<file path="config.mk">
export PLATFORM = sky130hd
export DESIGN_NAME = utf16_to_utf8_transcoder_top
export DESIGN_NICKNAME = d
export VERILOG_FILES = /design/src/design/u2u8_pkg.sv /design/src/design/utf16_to_utf8_transcoder_top.sv /design/src/design/u2u8_front.sv /design/src/design/u2u8_queue.sv /design/src/design/u2u8_back.sv
export SDC_FILE = /design/constraint.sdc
export NUM_CORES = 1
export LEC_CHECK = 0
export BUFFER_PORTS_ARGS = -buffer_cell sky130_fd_sc_hd__buf_2
export CELL_PAD_IN_SITES_DETAIL_PLACEMENT = 0
export CELL_PAD_IN_SITES_GLOBAL_PLACEMENT = 1
export CORE_UTILIZATION = 30
export DETAILED_ROUTE_END_ITERATION = 7
export GPL_TIMING_DRIVEN = 0
export PLACE_DENSITY = 0.55
export SYNTH_ARGS = -nofsm -noshare
export SYNTH_HDL_FRONTEND = slang
export SYNTH_HIERARCHICAL = 1
export SYNTH_SLANG_ARGS = --single-unit
</file>
<file path="constraint.sdc">
create_clock -name clk_i -period 3.47 [get_ports clk_i]
set_clock_uncertainty 0.1 [all_clocks]
set_input_delay 0.1735 -clock clk_i [delete_from_list [all_inputs] [get_ports clk_i]]
set_output_delay 0.1735 -clock clk_i [all_outputs]
set_load 0.01 [all_outputs]
</file>
<file path="src/design/u2u8_pkg.sv">
// Shared types, constants and the UTF-8 encoding function of the UTF-16 to UTF-8 transcoder.
// Depends on nothing; used by the top level, the front end, the job queue, the byte emitter and the testbench.
package u2u8_pkg;

  localparam int unsigned QDepth = 4;
  localparam int unsigned QAddrW = $clog2(QDepth);
  localparam int unsigned QCountW = $clog2(QDepth + 1);

  localparam int unsigned MaxBytes = 6;
  localparam int unsigned ByteIdxW = $clog2(MaxBytes);

  localparam logic [15:0] HighFirst = 16'hD800;
  localparam logic [15:0] HighLast = 16'hDBFF;
  localparam logic [15:0] LowFirst = 16'hDC00;
  localparam logic [15:0] LowLast = 16'hDFFF;
  localparam logic [20:0] SuppBase = 21'h10000;

  localparam logic [20:0] Max1Byte = 21'h7F;
  localparam logic [20:0] Max2Byte = 21'h7FF;
  localparam logic [20:0] Max3Byte = 21'hFFFF;
  localparam logic [7:0] Lead2 = 8'hC0;
  localparam logic [7:0] Lead3 = 8'hE0;
  localparam logic [7:0] Lead4 = 8'hF0;
  localparam logic [7:0] ContMark = 8'h80;

  // U+FFFD as UTF-8.
  localparam logic [7:0] Repl0 = 8'hEF;
  localparam logic [7:0] Repl1 = 8'hBF;
  localparam logic [7:0] Repl2 = 8'hBD;
  localparam int unsigned ReplLen = 3;

  // One queued job: an optional replacement character first, then an optional code point.
  typedef struct packed {
    logic        repl_first;
    logic        cp_valid;
    logic [20:0] cp;
    logic        last;
  } job_t;

  typedef struct packed {
    logic [3:0][7:0] bytes;
    logic [2:0]      len;
  } enc_t;

  function automatic enc_t encode(input logic [20:0] cp);
    enc_t e;
    e.bytes = '0;
    if (cp <= Max1Byte) begin
      e.len = 3'd1;
      e.bytes[0] = {1'b0, cp[6:0]};
    end else if (cp <= Max2Byte) begin
      e.len = 3'd2;
      e.bytes[0] = Lead2 | {3'b000, cp[10:6]};
      e.bytes[1] = ContMark | {2'b00, cp[5:0]};
    end else if (cp <= Max3Byte) begin
      e.len = 3'd3;
      e.bytes[0] = Lead3 | {4'b0000, cp[15:12]};
      e.bytes[1] = ContMark | {2'b00, cp[11:6]};
      e.bytes[2] = ContMark | {2'b00, cp[5:0]};
    end else begin
      e.len = 3'd4;
      e.bytes[0] = Lead4 | {5'b00000, cp[20:18]};
      e.bytes[1] = ContMark | {2'b00, cp[17:12]};
      e.bytes[2] = ContMark | {2'b00, cp[11:6]};
      e.bytes[3] = ContMark | {2'b00, cp[5:0]};
    end
    return e;
  endfunction

endpackage

</file>
<file path="src/design/utf16_to_utf8_transcoder_top.sv">
// UTF-16 to UTF-8 transcoder: each item passes through the job queue and the emitter's byte sequence.
// Throughput is one output byte per cycle while the sink is ready; an item yields one to three
// bytes for a BMP character, four for a surrogate pair and up to six with a replacement.
// Input transfers proceed every cycle while the four-entry job queue has room.
// Reset (rst_ni low, asynchronous) empties the queue, drops any held surrogate and the
// byte in flight; all handshake outputs are low, except in_ready_o, which is high.
module utf16_to_utf8_transcoder_top (
  input  logic        clk_i,
  input  logic        rst_ni,
  input  logic        in_valid_i,
  output logic        in_ready_o,
  input  logic [15:0] code_unit_i,
  input  logic        string_end_i,
  output logic        out_valid_o,
  input  logic        out_ready_i,
  output logic [7:0]  out_byte_o,
  output logic        run_last_o,
  output logic        text_done_o
);

  // The front end classifies every unit in the cycle of its transfer. It keeps a pending
  // high surrogate in its own register and turns each unit that produces output into a
  // job: an optional U+FFFD for a surrogate that found no partner, followed by an optional
  // code point. Units that only park a high surrogate produce no job at all.
  logic           q_push;
  logic           q_pop;
  logic           q_empty;
  logic           q_full;
  u2u8_pkg::job_t push_job;
  u2u8_pkg::job_t head_job;

  u2u8_front u_front (
    .clk_i        (clk_i),
    .rst_ni       (rst_ni),
    .in_valid_i   (in_valid_i),
    .in_ready_o   (in_ready_o),
    .code_unit_i  (code_unit_i),
    .string_end_i (string_end_i),
    .q_full_i     (q_full),
    .q_push_o     (q_push),
    .q_job_o      (push_job)
  );

  // The queue decouples the two halves, so input transfers continue while a long
  // sequence of bytes is still draining on the output side.
  u2u8_queue u_queue (
    .clk_i      (clk_i),
    .rst_ni     (rst_ni),
    .push_i     (q_push),
    .push_job_i (push_job),
    .pop_i      (q_pop),
    .head_job_o (head_job),
    .empty_o    (q_empty),
    .full_o     (q_full)
  );

  // The emitter encodes the head job into a short byte sequence and moves one byte per
  // cycle into the output register unless the sink stalls. The next job is loaded in the
  // same cycle as the final byte of the current one, so consecutive jobs leave without a gap.
  u2u8_back u_back (
    .clk_i       (clk_i),
    .rst_ni      (rst_ni),
    .job_i       (head_job),
    .q_empty_i   (q_empty),
    .q_pop_o     (q_pop),
    .out_valid_o (out_valid_o),
    .out_ready_i (out_ready_i),
    .out_byte_o  (out_byte_o),
    .run_last_o  (run_last_o),
    .text_done_o (text_done_o)
  );

endmodule

</file>
<file path="src/design/u2u8_front.sv">
// Front end: accepts UTF-16 code units, pairs surrogates and queues code-point jobs.
// Depends on u2u8_pkg.
module u2u8_front (
  input  logic               clk_i,
  input  logic               rst_ni,
  input  logic               in_valid_i,
  output logic               in_ready_o,
  input  logic [15:0]        code_unit_i,
  input  logic               string_end_i,
  input  logic               q_full_i,
  output logic               q_push_o,
  output u2u8_pkg::job_t     q_job_o
);

  logic       held_valid_q, held_valid_d;
  logic [9:0] held_bits_q, held_bits_d;
  logic       accept;
  logic       is_high, is_low;

  assign in_ready_o = !q_full_i;
  assign accept = in_valid_i && in_ready_o;
  assign is_high = (code_unit_i >= u2u8_pkg::HighFirst) && (code_unit_i <= u2u8_pkg::HighLast);
  assign is_low = (code_unit_i >= u2u8_pkg::LowFirst) && (code_unit_i <= u2u8_pkg::LowLast);

  always_comb begin
    q_job_o.last = string_end_i;
    q_job_o.repl_first = 1'b0;
    q_job_o.cp_valid = 1'b1;
    q_job_o.cp = {5'd0, code_unit_i};
    if (held_valid_q && is_low) begin
      q_job_o.cp = u2u8_pkg::SuppBase + {1'b0, held_bits_q, code_unit_i[9:0]};
    end else begin
      q_job_o.repl_first = held_valid_q;
      if (is_high) begin
        // A high surrogate ending the string becomes U+FFFD; otherwise it waits.
        q_job_o.cp_valid = string_end_i;
        q_job_o.cp = {5'd0, 16'hFFFD};
      end else if (is_low) begin
        q_job_o.cp = {5'd0, 16'hFFFD};
      end
    end
  end

  assign q_push_o = accept && (q_job_o.repl_first || q_job_o.cp_valid);

  always_comb begin
    held_valid_d = held_valid_q;
    held_bits_d = held_bits_q;
    if (accept) begin
      held_valid_d = is_high && !string_end_i;
      held_bits_d = is_high ? code_unit_i[9:0] : 10'd0;
    end
  end

  always_ff @(posedge clk_i or negedge rst_ni) begin
    if (!rst_ni) begin
      held_valid_q <= 1'b0;
      held_bits_q <= '0;
    end else begin
      held_valid_q <= held_valid_d;
      held_bits_q <= held_bits_d;
    end
  end

endmodule

</file>
<file path="src/design/u2u8_queue.sv">
// Short job queue between the front end and the byte emitter.
// Depends on u2u8_pkg for the job type and depth.
module u2u8_queue (
  input  logic           clk_i,
  input  logic           rst_ni,
  input  logic           push_i,
  input  u2u8_pkg::job_t push_job_i,
  input  logic           pop_i,
  output u2u8_pkg::job_t head_job_o,
  output logic           empty_o,
  output logic           full_o
);

  u2u8_pkg::job_t                     mem_q [u2u8_pkg::QDepth];
  logic [u2u8_pkg::QAddrW-1:0]        wr_ptr_q, wr_ptr_d, rd_ptr_q, rd_ptr_d;
  logic [u2u8_pkg::QCountW-1:0]       count_q, count_d;

  assign empty_o = (count_q == '0);
  assign full_o = (count_q == u2u8_pkg::QCountW'(u2u8_pkg::QDepth));
  assign head_job_o = mem_q[rd_ptr_q];

  always_comb begin
    wr_ptr_d = wr_ptr_q;
    rd_ptr_d = rd_ptr_q;
    count_d = count_q;
    if (push_i) begin
      wr_ptr_d = wr_ptr_q + 1'b1;
    end
    if (pop_i) begin
      rd_ptr_d = rd_ptr_q + 1'b1;
    end
    if (push_i && !pop_i) begin
      count_d = count_q + 1'b1;
    end else if (!push_i && pop_i) begin
      count_d = count_q - 1'b1;
    end
  end

  always_ff @(posedge clk_i or negedge rst_ni) begin
    if (!rst_ni) begin
      wr_ptr_q <= '0;
      rd_ptr_q <= '0;
      count_q <= '0;
    end else begin
      wr_ptr_q <= wr_ptr_d;
      rd_ptr_q <= rd_ptr_d;
      count_q <= count_d;
    end
  end

  always_ff @(posedge clk_i) begin
    if (push_i) begin
      mem_q[wr_ptr_q] <= push_job_i;
    end
  end

endmodule

</file>
<file path="src/design/u2u8_back.sv">
// Byte emitter: encodes queued jobs to UTF-8 and sends one byte per cycle while not stalled.
// Depends on u2u8_pkg for the job type and the encoding function.
module u2u8_back (
  input  logic           clk_i,
  input  logic           rst_ni,
  input  u2u8_pkg::job_t job_i,
  input  logic           q_empty_i,
  output logic           q_pop_o,
  output logic           out_valid_o,
  input  logic           out_ready_i,
  output logic [7:0]     out_byte_o,
  output logic           run_last_o,
  output logic           text_done_o
);

  logic [u2u8_pkg::MaxBytes-1:0][7:0] seq_q, seq_d;
  logic [2:0]                         cnt_q, cnt_d;
  logic [u2u8_pkg::ByteIdxW-1:0]      idx_q, idx_d;
  logic                               busy_q, busy_d;
  logic                               last_q, last_d;
  logic                               out_valid_q, out_valid_d;
  logic [7:0]                         out_byte_q, out_byte_d;
  logic                               run_last_q, run_last_d;
  logic                               done_q, done_d;
  logic                               issue, fin;
  u2u8_pkg::enc_t                     enc;
  logic [7:0]                         repl [u2u8_pkg::ReplLen];

  assign repl[0] = u2u8_pkg::Repl0;
  assign repl[1] = u2u8_pkg::Repl1;
  assign repl[2] = u2u8_pkg::Repl2;

  assign enc = u2u8_pkg::encode(job_i.cp);
  assign issue = busy_q && (!out_valid_q || out_ready_i);
  assign fin = issue && (idx_q == cnt_q - 3'd1);
  assign q_pop_o = !q_empty_i && (!busy_q || fin);

  always_comb begin
    seq_d = seq_q;
    cnt_d = cnt_q;
    idx_d = idx_q;
    busy_d = busy_q;
    last_d = last_q;
    if (issue) begin
      idx_d = idx_q + 1'b1;
      if (fin) begin
        busy_d = 1'b0;
      end
    end
    if (q_pop_o) begin
      busy_d = 1'b1;
      idx_d = '0;
      last_d = job_i.last;
      for (int i = 0; i < u2u8_pkg::MaxBytes; i++) begin
        if (job_i.repl_first) begin
          if (i < u2u8_pkg::ReplLen) begin
            seq_d[i] = repl[i];
          end else begin
            seq_d[i] = enc.bytes[i-u2u8_pkg::ReplLen];
          end
        end else begin
          seq_d[i] = (i < 4) ? enc.bytes[i] : 8'd0;
        end
      end
      if (job_i.repl_first) begin
        cnt_d = job_i.cp_valid ? (3'(u2u8_pkg::ReplLen) + enc.len) : 3'(u2u8_pkg::ReplLen);
      end else begin
        cnt_d = enc.len;
      end
    end
  end

  always_comb begin
    out_valid_d = out_valid_q;
    out_byte_d = out_byte_q;
    run_last_d = run_last_q;
    done_d = done_q;
    if (issue) begin
      out_valid_d = 1'b1;
      out_byte_d = seq_q[idx_q];
      run_last_d = fin;
      done_d = fin && last_q;
    end else if (out_ready_i) begin
      out_valid_d = 1'b0;
    end
  end

  always_ff @(posedge clk_i or negedge rst_ni) begin
    if (!rst_ni) begin
      busy_q <= 1'b0;
      idx_q <= '0;
      cnt_q <= '0;
      out_valid_q <= 1'b0;
    end else begin
      busy_q <= busy_d;
      idx_q <= idx_d;
      cnt_q <= cnt_d;
      out_valid_q <= out_valid_d;
    end
  end

  always_ff @(posedge clk_i) begin
    seq_q <= seq_d;
    last_q <= last_d;
    out_byte_q <= out_byte_d;
    run_last_q <= run_last_d;
    done_q <= done_d;
  end

  assign out_valid_o = out_valid_q;
  assign out_byte_o = out_byte_q;
  assign run_last_o = run_last_q;
  assign text_done_o = done_q;

endmodule

</file>
## Word level (Yosys, flattened, before mapping)

Memory sizes are Yosys's and may differ from the RTL's.
Index checks and enable logic that the tools add are counted.

- RAM bits: 96
- Word-level logic and storage cells: 94
- Flip-flop bits (word level): 85
- Memories kept: 1
- Output and inout port bits: 12

Memories:

| name | words | width | rd ports | clocked after memory_dff | write ports | line | RTL |
|---|---|---|---|---|---|---|---|
| u_queue.mem_q | 4 | 24 | 1 | 0 | 1 | u2u8_queue.sv:14 | `u2u8_pkg::job_t mem_q [u2u8_pkg::QDepth];` |

- $add $sub $neg: 8
- Magnitude comparators: 8
- Eq/ne operators: 2
- Reductions and logical operators: 28
- Mux-type cells: 28

Operator list:

| operator | number |
|---|---|
| 16-bit two-way mux | 3 |
| 16-bit greater-or-equal comparator (second input constant) | 2 |
| 16-bit <= comparator (second input constant) | 2 |
| 25-bit two-way mux | 1 |
| 8-bit binary-select mux with 3-bit select | 1 |
| 24-bit two-way mux | 1 |
| 8-bit two-way mux | 3 |
| 17-bit by 20-bit adder with 21-bit output (first input constant) | 1 |
| 21-bit by 11-bit <= comparator with 1-bit output (second input constant) | 1 |
| 21-bit by 16-bit <= comparator with 1-bit output (second input constant) | 1 |
| 21-bit by 7-bit <= comparator with 1-bit output (second input constant) | 1 |
| 21-bit two-way mux | 1 |
| 19-bit two-way mux | 1 |
| 3-bit two-way mux | 6 |
| 1-bit logical AND | 12 |
| 11-bit two-way mux | 1 |
| 10-bit two-way mux | 1 |
| 1-bit two-way mux | 8 |
| 2-bit nonzero test | 4 |
| 1-bit logical NOT | 7 |
| 3-bit by 1-bit adder with 3-bit output (second input constant) | 2 |
| 3-bit by 1-bit subtractor with 3-bit output (second input constant) | 2 |
| 2-bit by 1-bit adder with 2-bit output (second input constant) | 2 |
| 3-bit by 4-bit less-than comparator with 1-bit output (second input constant) | 1 |
| other kinds (7) | 9 |

## Longest topological paths before layout

Gate-level depths: netlist of run 1.

- Depth in word-level cells: 10
- Depth in mapped cells: 14

## Modules after synthesis

The synthesis of run 1 kept the hierarchy.

By module, submodules not included:

| module | instances | area each (µm²) | cells an instance | sequential area each (µm²) |
|---|---|---|---|---|
| u2u8_queue | 1 | 3902.5 | 160 | 3057.9 |
| u2u8_back | 1 | 3119.2 | 250 | 1821.7 |
| u2u8_front | 1 | 805.8 | 93 | 275.3 |

## Worst setup path before layout of run 1

Ideal clock, no wire load.

- Path type: flip-flop to flip-flop
- Start: register u_back.out_valid_q, in the netlist u_back/out_valid_o
- End: register u_queue/count_q[1] (netlist name)
- Data arrival time: 2.936 ns
- Setup time: 0.125 ns
- Stages on the path, launching flop included: 12
- Path buffers: 2
- Clock period less this slack: 3.161 ns
- Path slack: 0.309 ns
- Cell sequence: dfrtp_1 -> nand2b_1 -> and2_1 -> clkbuf_2 -> and4_4 -> o21ba_2 -> buf_2 -> inv_1 -> ha_1 -> inv_1 -> fa_1 -> mux2_2

- Longest elaborated chain between the ends: 9
- Elaborated cells between the ends (all ways): 11

RTL lines:

| what | line | RTL |
|---|---|---|
| start, declared | u2u8_back.sv:21 | `logic out_valid_q, out_valid_d;` |
| start signal, assigned | u2u8_back.sv:98 | `out_valid_q <= out_valid_d;` |
| 1-bit logical NOT | u2u8_back.sv:34 | `assign issue = busy_q && (!out_valid_q \|\| out_ready_i);` |
| 1-bit logical OR | u2u8_back.sv:34 |  |
| 1-bit logical AND | u2u8_back.sv:34 |  |
| named net u_back.issue | u2u8_back.sv:25 | `logic issue, fin;` |
| 1-bit logical AND | u2u8_back.sv:35 | `assign fin = issue && (idx_q == cnt_q - 3'd1);` |
| named net u_back.fin | u2u8_back.sv:25 |  |
| 1-bit logical OR | u2u8_back.sv:36 | `assign q_pop_o = !q_empty_i && (!busy_q \|\| fin);` |
| 1-bit logical AND | u2u8_back.sv:36 |  |
| named net q_pop | utf16_to_utf8_transcoder_top.sv:26 | `logic q_pop;` |
| 1-bit logical NOT | u2u8_queue.sv:32 | `if (push_i && !pop_i) begin` |
| 1-bit logical AND | u2u8_queue.sv:32 |  |
| 3-bit two-way mux | u2u8_queue.sv:32 |  |
| named net u_queue.count_d (one bit) | u2u8_queue.sv:16 | `logic [u2u8_pkg::QCountW-1:0] count_q, count_d;` |
| end signal, assigned | u2u8_queue.sv:47 | `count_q <= count_d;` |
| end, declared | u2u8_queue.sv:16 |  |

The timed path passes the listed nets, and every way through them passes these cells.
A chain may end at the register's enable or synchronous reset.

## Worst setup path after layout of run 1

Same ends and word-level chain as after synthesis.

==> flow_metrics.env, run 1 <==
export IMPL_finalSetupTns_ns=0
export IMPL_first_global_vias=4481
export IMPL_drc=0
export IMPL_drt_antenna_violating_nets=0
export IMPL_die_h_microns=163.5
export IMPL_topRoutingLayerUsed="met4"
export IMPL_yosys_area_top_type="edfxtp_1"
export IMPL_synth_top_flop_cell="edfxtp_1"
export IMPL_die_area_sq_um=26740
export IMPL_final_critical_path_setup_slack_ns=0.2232
export IMPL_netlist_area_sq_um=7828
export IMPL_clkSinkCount=176
export IMPL_global_route_usage_total_pct=13.21
export IMPL_routabilityCongestion=0.8198
export IMPL_final_setup_viol_count=0
export IMPL_synth_seq_cells=176
export IMPL_worst_setup_sp="u_back/out_valid_o"
export IMPL_count_of_placed_standard_cells_including_taps=864
export IMPL_endpoint_kind="flip-flop"
export IMPL_worstRegToRegCells=11
export IMPL_initial_core_util_pct=30.82
export IMPL_critical_path_top_delay_family="buffers and inverters"
export IMPL_worst_r2r_startpoint="u_back/out_valid_o"
export IMPL_critPathKind="reg2reg"
export IMPL_grt_remaining_overflow=0
export IMPL_synthDominantCellAreaShare_pct=57.54
export IMPL_detailedPlacementHpwl_mm=11.26
export IMPL_cp_endpoint="u_queue/count_q[1]"
export IMPL_yosys_warns=6
export IMPL_synth_cells=503
export IMPL_critical_path_cell_chain="nand2b_1 -> and2_1 -> clkbuf_2 -> and4_4 -> o21ba_2 -> buf_4 -> inv_1 -> ha_1 -> inv_1 -> fa_1 -> mux2_2"
export IMPL_p_sw_share_pct=34.06
export IMPL_syn_mean_instance_area_sq_um=15.56
export IMPL_netlist_cell_type_count=61
export IMPL_ctsLongestPathBuffers=2
export IMPL_wl_met2_mm=7.870
export IMPL_drt_iter0_markers=265
export IMPL_netlist_top_cells_count="150 x edfxtp_1, 40 x nand2_1, 27 x nor2_1"
export IMPL_cts_tree="done"
export IMPL_post_route_period_util_pct=93.57
export IMPL_post_layout_total_power_w=0.007962
export IMPL_worstPathBufferInverterCount=4
export IMPL_timing_max_cap_violations=0
export IMPL_cts_htree_levels=4
export IMPL_wl_mm=16.27
export IMPL_clock_root_buffer="clkbuf_16"
export IMPL_place_ws_ns=-0.2649
export IMPL_place_port_buffers=31
export IMPL_post_cts_setup_buffer_count=0
export IMPL_maxSlewViolCount=0
export IMPL_power_frac_clock_pct=25.1
export IMPL_clk_insertion_delay_late_ns=0.43
export IMPL_leakage_power_total_nw=3.282
export IMPL_route_met3_wl_microns=436
export IMPL_cpMaxStageDelayCell="buf_4"
export IMPL_achievable_frequency_mhz=308.0
export IMPL_ff2ff_setup_slack_ns=0.22
export IMPL_rsz0062_at_grt="no"
export IMPL_power_internal_w=0.005250
export IMPL_hp_class="in2reg"
export IMPL_post_layout_nonfiller_instances=912
export IMPL_run_status="finished clean"
export IMPL_avgViaCountPerCell=4.679
export IMPL_drt_first_pass_iters=4
export IMPL_asyncSetResetFlopFracSynth_pct=14.77
export IMPL_comb_power_share_pct=35.3
export IMPL_grt_first_pass_wirelength_mm=25.81
export IMPL_met1_length_mm=7.706
export IMPL_synth_most_common_cell="edfxtp_1"
export IMPL_io_pins=33
export IMPL_wire_per_inst_microns=17.84
export IMPL_max_rail_drop_vdd_mv=0.2706
export IMPL_crit_arrival_ns=3.47
export IMPL_critPathMaxFanout=53
export IMPL_critical_path_depth=11
export IMPL_die_x_microns=163.5
export IMPL_timing_final_crit_period_ns=3.247
export IMPL_syn_to_final_growth_pct=17.34
export IMPL_path_clk_slew_ns=0.07
export IMPL_tritoncts_num_buffers=17
export IMPL_grt_max_degree=54
export IMPL_cellPowerDensity_nw_per_um2=866.8
export IMPL_critical_path_most_common_cell="inv_1"
export IMPL_worst_ep_required_ns=3.69
export IMPL_startpoint_class_of_the_critical_path="flip-flop"
export IMPL_ys_seq_area_share_pct=65.86
export IMPL_finalNetCount=599
export IMPL_hold_viol_final=0
export IMPL_worst_slew_pin_slew_ns=1.361
export IMPL_drive_above_1_share_pct=22.68
export IMPL_main_area_contributors_after_synthesis="edfxtp_1 58%, dfrtp_1 8.3%, mux4_2 6.9%"
export IMPL_slew_headroom_pct=9.261
export IMPL_finalHoldWorstSlack_ns=0.04214
export IMPL_synth_fp_nets=533
export IMPL_slowest_delay_ns=0.54
export IMPL_worstReg2RegEnd="u_queue/count_q[1]"
export IMPL_antenna_diode_count=0
export IMPL_switching_power_w=0.002712
export IMPL_synth_enable_flop_cells=150
export IMPL_routed_via_count=4267
export IMPL_antenna_found_initial=0
export IMPL_rows=58
export IMPL_core_region_sq_um=25400
export IMPL_power_sequential_fraction_pct=39.7
## metal layers
layer / up-vias / global-route usage [%]
met5: - / 0
met4: 0 / 5.556
met3: 18 / 2.311
met2: 77 / 21.57
met1: 2135 / 17.27
li1: 2037 / -
## what timing repair did
| item | in CTS | in global routing |
|---|---|---|
| endpoints found under the setup margin | 2 | 0 |
| gates resized for setup | 1 | 0 |
| hold buffers | 16 | 0 |
| endpoints found under the hold margin | 42 | 0 |
## metrics by stage
step | util, % | area (sq um)
floorplan | - | 7828
global placement | 33.05 | 8396
detailed placement | 33.05 | 8396
CTS | 36.16 | 9185
global route | 36.16 | 9185
finish | 36.16 | 9185
## how the worst min path moves through the flow
stage	start	end	slack, ns	cells past startpoint
after floorplan	rst_ni	u_back/busy_q	-0.22	0
after global placement	rst_ni	u_front/held_bits_q[2]	0.14	1
after detailed placement	rst_ni	u_front/held_bits_q[2]	0.16	1
after CTS	code_unit_i[13]	u_queue/mem_q[3][14]	0.01	2
after global routing	code_unit_i[13]	u_queue/mem_q[1][14]	0.03	2
final	code_unit_i[13]	u_queue/mem_q[2][14]	0.04	2
## area by class of cell
type | count | area [sq um]
Sequential cell | 176 | 5155
Inverter | 21 | 78.83
Fill cell | 2485 | 16210
Tap cell | 330 | 412.9
Timing Repair Buffer | 47 | 315.3
Multi-Input combinational cell | 278 | 2405
Clock buffer | 17 | 425.4
Buffer | 28 | 191.4
Clock inverter | 15 | 201.4
## cell usage in the layout (no fill, tap or decap), types with 4 or more instances in the layout
master	count
a21o_1	10
a21oi_1	15
a22o_1	4
and2_1	13
buf_2	36
buf_4	4
buf_6	4
clkbuf_1	10
clkbuf_16	17
dfrtp_1	26
dlygate4sd3_1	16
edfxtp_1	150
ha_1	8
inv_1	21
mux2i_1	16
mux4_1	6
mux4_2	24
nand2_1	40
nand2b_1	16
nand3_1	4
nor2_1	27
nor2b_1	5
o21ai_0	9
o21ai_2	10
o22ai_1	9
o2bb2ai_1	4
xnor2_1	5
xor2_1	9
## power by group through the flow
stage	clock network (W)	logic (W)	registers (W)
after floorplan	0	0.00202	0.00319
after global placement	0	0.00282	0.00319
after CTS	0.00206	0.00287	0.00317
after detailed placement	0	0.00284	0.00322
final	0.00200	0.00281	0.00316
after global routing	0.00214	0.00311	0.00321
## registers in the layout, summed over array words and instances, names as in the netlist, 3 cells and up
signal,cells
u_back/cnt_q,3
u_back/idx_q,3
u_back/out_byte_o,8
u_back/seq_q,43
u_front/held_bits_q,10
u_queue/count_q,3
u_queue/mem_q,96
## logic make-up (layout without fill, tap and decap cells)
kind of cell | Yosys count | in the layout | synth area share, %
AOI/OAI and AO/OA | 79 | 79 | 7.049
xor gates and xnor gates | 14 | 14 | 1.567
adders and majority gates | 9 | 9 | 1.535
buffers and inverters | 49 | 128 | 3.421
DFF | 176 | 176 | 65.86
muxes | 49 | 49 | 11.54
and+or+nand+nor | 127 | 127 | 9.032
## worst register-to-register path: stages, from the launching register on
cell and delay [ns]:
dfrtp_1 0.38, nand2b_1 0.09, and2_1 0.12, clkbuf_2 0.34, and4_4 0.33, o21ba_2 0.13, buf_4 0.54, inv_1 0.14
ha_1 0.23, inv_1 0.07, fa_1 0.41, mux2_2 0.27
Note: power is estimated with default switching activity, not from simulation.
==> run 2, diff against run 1 <==
--- a/config.mk
+++ b/config.mk
@@ -8,6 +8,7 @@
 export BUFFER_PORTS_ARGS = -buffer_cell sky130_fd_sc_hd__buf_2
 export CELL_PAD_IN_SITES_DETAIL_PLACEMENT = 0
 export CELL_PAD_IN_SITES_GLOBAL_PLACEMENT = 1
+export CORE_MARGIN = 2
 export CORE_UTILIZATION = 30
 export DETAILED_ROUTE_END_ITERATION = 7
 export GPL_TIMING_DRIVEN = 0
==> flow_metrics.env, run 2 (synthesis results as in run 1) <==
export IMPL_ctsLongestPathBuffers=2
export IMPL_topRoutingLayerUsed="met4"
export IMPL_wire_per_inst_microns=17.60
export IMPL_max_rail_drop_vdd_mv=0.3018
export IMPL_clk_insertion_delay_late_ns=0.43
export IMPL_avgViaCountPerCell=4.679
export IMPL_slew_headroom_pct=10.09
export IMPL_critical_path_top_delay_family="buffers and inverters"
export IMPL_met1_length_mm=7.337
export IMPL_drive_above_1_share_pct=22.72
export IMPL_grt_max_degree=54
export IMPL_first_global_vias=4424
export IMPL_tritoncts_num_buffers=17
export IMPL_startpoint_class_of_the_critical_path="flip-flop"
export IMPL_global_route_usage_total_pct=12.56
export IMPL_grt_first_pass_wirelength_mm=25.21
export IMPL_initial_core_util_pct=30.30
export IMPL_post_route_period_util_pct=88.81
export IMPL_drc=0
export IMPL_place_ws_ns=-0.2054
export IMPL_clkSinkCount=176
export IMPL_timing_final_crit_period_ns=3.082
export IMPL_final_cell_area_sq_um=9149
export IMPL_drt_antenna_violating_nets=0
export IMPL_grt_remaining_overflow=0
export IMPL_antenna_found_initial=0
export IMPL_timing_max_cap_violations=0
export IMPL_largest_register_ff_count=96
export IMPL_path_clk_slew_ns=0.07
export IMPL_placedInstanceArea_sq_um=8402
export IMPL_finalSetupTns_ns=0
export IMPL_wl_met2_mm=8.092
export IMPL_final_critical_path_setup_slack_ns=0.3884
export IMPL_antenna_diode_count=0
export IMPL_largest_registers="u_queue/mem_q x96, u_back/seq_q x43, u_front/held_bits_q x10"
export IMPL_crit_arrival_ns=3.30
export IMPL_die_h_microns=165.5
export IMPL_cpMaxStageDelayCell="fa_1"
export IMPL_final_core_utilization_pct=35.41
export IMPL_most_common_cell_after_layout_fill_and_taps_aside="edfxtp_1"
export IMPL_slowest_delay_ns=0.41
export IMPL_worst_slew_pin_slew_ns=1.349
export IMPL_core_region_sq_um=25840
export IMPL_cts_tree="done"
export IMPL_detailedPlacementHpwl_mm=11.22
export IMPL_die_x_microns=165.5
export IMPL_cts_htree_levels=4
export IMPL_routed_via_count=4286
export IMPL_hp_class="in2reg"
export IMPL_most_common_layout_cells="150 x edfxtp_1, 40 x nand2_1, 36 x buf_2"
export IMPL_rows=59
export IMPL_critPathMaxFanout=53
export IMPL_achievable_frequency_mhz=324.5
export IMPL_die_area_sq_um=27400
export IMPL_wl_mm=16.12
export IMPL_run_status="finished clean"
export IMPL_leakage_power_total_nw=3.266
export IMPL_critical_path_cell_chain="nand2b_1 -> and2_1 -> clkbuf_2 -> and4_4 -> o21ba_2 -> buf_6 -> inv_1 -> ha_1 -> inv_1 -> fa_1 -> mux2_2"
export IMPL_final_setup_viol_count=0
export IMPL_worstPathBufferInverterCount=4
export IMPL_syn_to_final_growth_pct=16.88
export IMPL_io_pins=33
export IMPL_endpoint_kind="flip-flop"
export IMPL_post_cts_setup_buffer_count=0
export IMPL_drt_iter0_markers=246
export IMPL_clock_root_buffer="clkbuf_16"
export IMPL_finalNetCount=598
export IMPL_cellPowerDensity_nw_per_um2=855.2
export IMPL_maxSlewViolCount=0
export IMPL_hold_viol_final=0
export IMPL_route_met3_wl_microns=480
export IMPL_critical_path_most_common_cell="inv_1"
export IMPL_worst_ep_required_ns=3.69
export IMPL_rsz0062_at_grt="no"
export IMPL_largest_register="u_queue/mem_q"
export IMPL_critPathKind="reg2reg"
export IMPL_place_port_buffers=31
export IMPL_drt_first_pass_iters=5
export IMPL_routabilityCongestion=0.8320
run 2: cell count changes in the layout (fill, tap and decap cells not counted):
cell           previous run  this run
inv_6                     2         5
bufinv_16                 2         0
buf_4                     4         3
buf_6                     4         5
clkinv_8                  3         4
clkinvlp_4                2         1
dlygate4sd3_1            16        15
inv_8                     3         2
run 2: worst paths after layout:
path / startpoint / to / slack [ns] / cells past startpoint
hold / removal: code_unit_i[13] / u_queue/mem_q[3][14] / 0.03 / 2
min in group asynchronous: rst_ni / u_front/held_bits_q[1] / 0.22 / 2
setup / recovery: u_back/out_valid_o / u_queue/count_q[1] / 0.39 / 11
max in group asynchronous: rst_ni / u_queue/rd_ptr_q[1] / 2.60 / 2
hold reg to reg: u_front/held_bits_q[0] / u_front/held_bits_q[0] / 0.38 / 2
setup reg to reg: u_back/out_valid_o / u_queue/count_q[1] / 0.39 / 11
run 2: report_power, final:
group / switching [W] / internal [W] / leakage [nW]
Combinational: 0.00166 / 0.00114 / 1.28
Sequential: 0.000149 / 0.00301 / 1.70
Clock: 0.000902 / 0.000964 / 0.284
run 2: final cells by class:
type,count,area (sq um)
flip-flops and latches,176,5155
well taps,335,419.2
clock inverters,15,165.2
multi-input cells,278,2405
repair buffers,46,305.3
clock buffers,17,425.4
inverters,21,78.83
fillers,2486,16690
plain buffers,28,195.2
run 2: worst register-to-register path, delay by kind of cell (launching register included):
kind | cells | cell delay (ns)
AO/OA/AOI/OAI | 1 | 0.14
adder cells (fa/ha/maj) | 2 | 0.64
buffers and inverters | 4 | 0.90
flip-flops | 1 | 0.38
multiplexers | 1 | 0.27
AND/OR/NAND/NOR | 3 | 0.54
run 2: through the flow:
stage	hold slack, ns	power [W]	std cells
final	0.02789	0.007824	916
after global placement	0.1338	0.005985	869
after CTS	0.002553	0.007946	916
after global routing	0.03221	0.008315	916
after detailed placement	0.1503	0.006047	869
after floorplan	-0.2221	0.005207	503
run 2: per-layer routing:
layer  GRT usage, %  up-vias
met4          3.997        0
met3          2.797       18
met5              0        -
li1               -     2036
met1          15.97     2160
met2          21.33       72
run 2: timing repair:
action                                 4_1_cts  5_1_grt
endpoints found under the hold margin       42        0
gates resized for setup                      1        1
hold buffers                                15        0
setup endpoints to repair                    2        1
==> run 3, diff against run 2 <==
==> constraint.sdc (replaced) <==
create_clock -name clk_i -period 3.63 [get_ports clk_i]
set_clock_uncertainty 0.1 [all_clocks]
set_input_delay 0.1815 -clock clk_i [delete_from_list [all_inputs] [get_ports clk_i]]
set_output_delay 0.1815 -clock clk_i [all_outputs]
set_load 0.01 [all_outputs]
==> flow_metrics.env, run 3 (synthesis results as in run 1) <==
export IMPL_max_rail_drop_vdd_mv=0.2885
export IMPL_power_frac_clock_pct=23.9
export IMPL_antenna_found_initial=0
export IMPL_cpMaxStageDelayCell="dlygate4sd3_1"
export IMPL_p_sw_share_pct=34.64
export IMPL_hp_class="in2reg"
export IMPL_antenna_diode_count=0
export IMPL_hold_viol_final=0
export IMPL_n_fill_cell=2488
export IMPL_io_pins=33
export IMPL_post_layout_total_power_w=0.007476
export IMPL_critPathMaxFanout=53
export IMPL_routabilityCongestion=0.8320
export IMPL_die_x_microns=165.5
export IMPL_routed_via_count=4284
export IMPL_endpoint_kind="flip-flop"
export IMPL_ctsLongestPathBuffers=2
export IMPL_critical_path_cell_chain="dlygate4sd3_1 -> buf_2 -> nand2b_1 -> and2_1 -> clkbuf_2 -> and4_4 -> o21ba_2 -> buf_4 -> inv_1 -> ha_1 -> inv_1 -> fa_1 -> mux2_2"
export IMPL_drc=0
export IMPL_drt_iter0_markers=246
export IMPL_path_clk_slew_ns=0.07
export IMPL_clk_insertion_delay_late_ns=0.43
export IMPL_slew_headroom_pct=10.09
export IMPL_wire_per_inst_microns=17.59
export IMPL_power_sequential_fraction_pct=40.4
export IMPL_timing_max_cap_violations=0
export IMPL_first_global_vias=4424
export IMPL_post_route_period_util_pct=89.20
export IMPL_core_region_sq_um=25840
export IMPL_worst_ep_required_ns=3.85
export IMPL_finalNetCount=598
export IMPL_comb_power_share_pct=35.7
export IMPL_timing_final_crit_period_ns=3.238
export IMPL_post_layout_nonfiller_instances=916
export IMPL_cts_tree="done"
export IMPL_crit_arrival_ns=3.46
export IMPL_drt_antenna_violating_nets=0
export IMPL_largest_registers="u_queue/mem_q x96, u_back/seq_q x43, u_front/held_bits_q x10"
export IMPL_drt_first_pass_iters=5
export IMPL_final_core_utilization_pct=35.39
export IMPL_detailedPlacementHpwl_mm=11.22
export IMPL_die_area_sq_um=27400
export IMPL_power_internal_w=0.004886
export IMPL_wl_mm=16.11
export IMPL_grt_max_degree=54
export IMPL_rows=59
export IMPL_startpoint_class_of_the_critical_path="input port"
export IMPL_avgViaCountPerCell=4.677
export IMPL_finalHoldWorstSlack_ns=0.03589
export IMPL_most_common_cell_after_layout_fill_and_taps_aside="edfxtp_1"
export IMPL_count_of_placed_standard_cells_including_taps=869
export IMPL_grt_first_pass_wirelength_mm=25.21
export IMPL_final_critical_path_setup_slack_ns=0.3922
export IMPL_worstPathBufferInverterCount=6
export IMPL_cts_htree_levels=4
export IMPL_grt_remaining_overflow=0
export IMPL_place_ws_ns=-0.04536
export IMPL_critical_path_top_delay_family="buffers and inverters"
export IMPL_slowest_delay_ns=0.52
export IMPL_global_route_usage_total_pct=12.56
export IMPL_switching_power_w=0.002590
export IMPL_rsz0062_at_grt="no"
export IMPL_leakage_power_total_nw=3.265
export IMPL_most_common_layout_cells="150 x edfxtp_1, 40 x nand2_1, 36 x buf_2"
export IMPL_clock_root_buffer="clkbuf_16"
export IMPL_largest_register_ff_count=96
export IMPL_initial_core_util_pct=30.30
export IMPL_cellPowerDensity_nw_per_um2=817.5
export IMPL_critPathKind="in2reg"
export IMPL_clkSinkCount=176
export IMPL_maxSlewViolCount=0
export IMPL_critical_path_most_common_cell="inv_1"
export IMPL_achievable_frequency_mhz=308.9
export IMPL_final_setup_viol_count=0
export IMPL_tritoncts_num_buffers=17
export IMPL_largest_register="u_queue/mem_q"
export IMPL_run_status="finished clean"
export IMPL_drive_above_1_share_pct=22.72
export IMPL_place_port_buffers=31
export IMPL_worst_slew_pin_slew_ns=1.349
export IMPL_die_h_microns=165.5
export IMPL_syn_to_final_growth_pct=16.83
export IMPL_post_cts_setup_buffer_count=0
run 3: cell types whose count changed in the layout (fill, tap and decap cells not counted):
cell   before  now
buf_4       3    4
buf_6       5    4
run 3: layout make-up:
type	count	area [sq um]	area share, %
Tap cell	335	419.2	4.583
Multi-Input combinational cell	278	2405	26.30
Clock buffer	17	425.4	4.652
Buffer	28	191.4	2.093
Sequential cell	176	5155	56.37
Timing Repair Buffer	46	305.3	3.338
Inverter	21	78.83	0.8620
Clock inverter	15	165.2	1.806
run 3: power groups by stage:
stage	sequential (W)	combinational [W]	clock [W]
floorplan	0.00305	0.00193	0
global placement	0.00305	0.00267	0
detailed placement	0.00308	0.00270	0
CTS	0.00303	0.00273	0.00184
global route	0.00307	0.00296	0.00192
finish	0.00302	0.00267	0.00178
run 3: repair_timing:
action,CTS,global route
setup endpoints to repair,1,0
hold endpoints to repair,42,0
resized for setup,1,0
hold buffers,15,0
run 3: path summary, 6_finish.rpt:
| kind | to | cells after the start | slack (ns) | startpoint |
|---|---|---|---|---|
| worst max-delay path | u_queue/count_q[1] | 13 | 0.39 | out_ready_i |
| worst min-delay path | u_queue/mem_q[3][14] | 2 | 0.04 | code_unit_i[13] |
| worst max register to register | u_queue/count_q[1] | 11 | 0.40 | u_back/out_valid_o |
| worst min register to register | u_front/held_bits_q[0] | 2 | 0.38 | u_front/held_bits_q[0] |
| max in group asynchronous | u_queue/rd_ptr_q[1] | 2 | 2.75 | rst_ni |
| min in group asynchronous | u_front/held_bits_q[1] | 2 | 0.22 | rst_ni |
run 3: per-layer routing:
layer	vias to the layer above	routed length (microns)	track usage, %	part of all wire (%)
li1	2036	-	-	-
met1	2158	7337	15.97	46
met2	72	8087	21.33	50
met3	18	480	2.797	3.0
met4	0	210	3.997	1.3
met5	-	0	0	0
run 3: stage by stage:
| stage | TNS [ns] | area, sq um |
|---|---|---|
| final | 0 | 9145 |
| after global routing | 0 | 9145 |
| after CTS | 0 | 9145 |
| after detailed placement | -0.04536 | 8402 |
| after global placement | 0 | 8402 |
| after floorplan | 0 | 7828 |
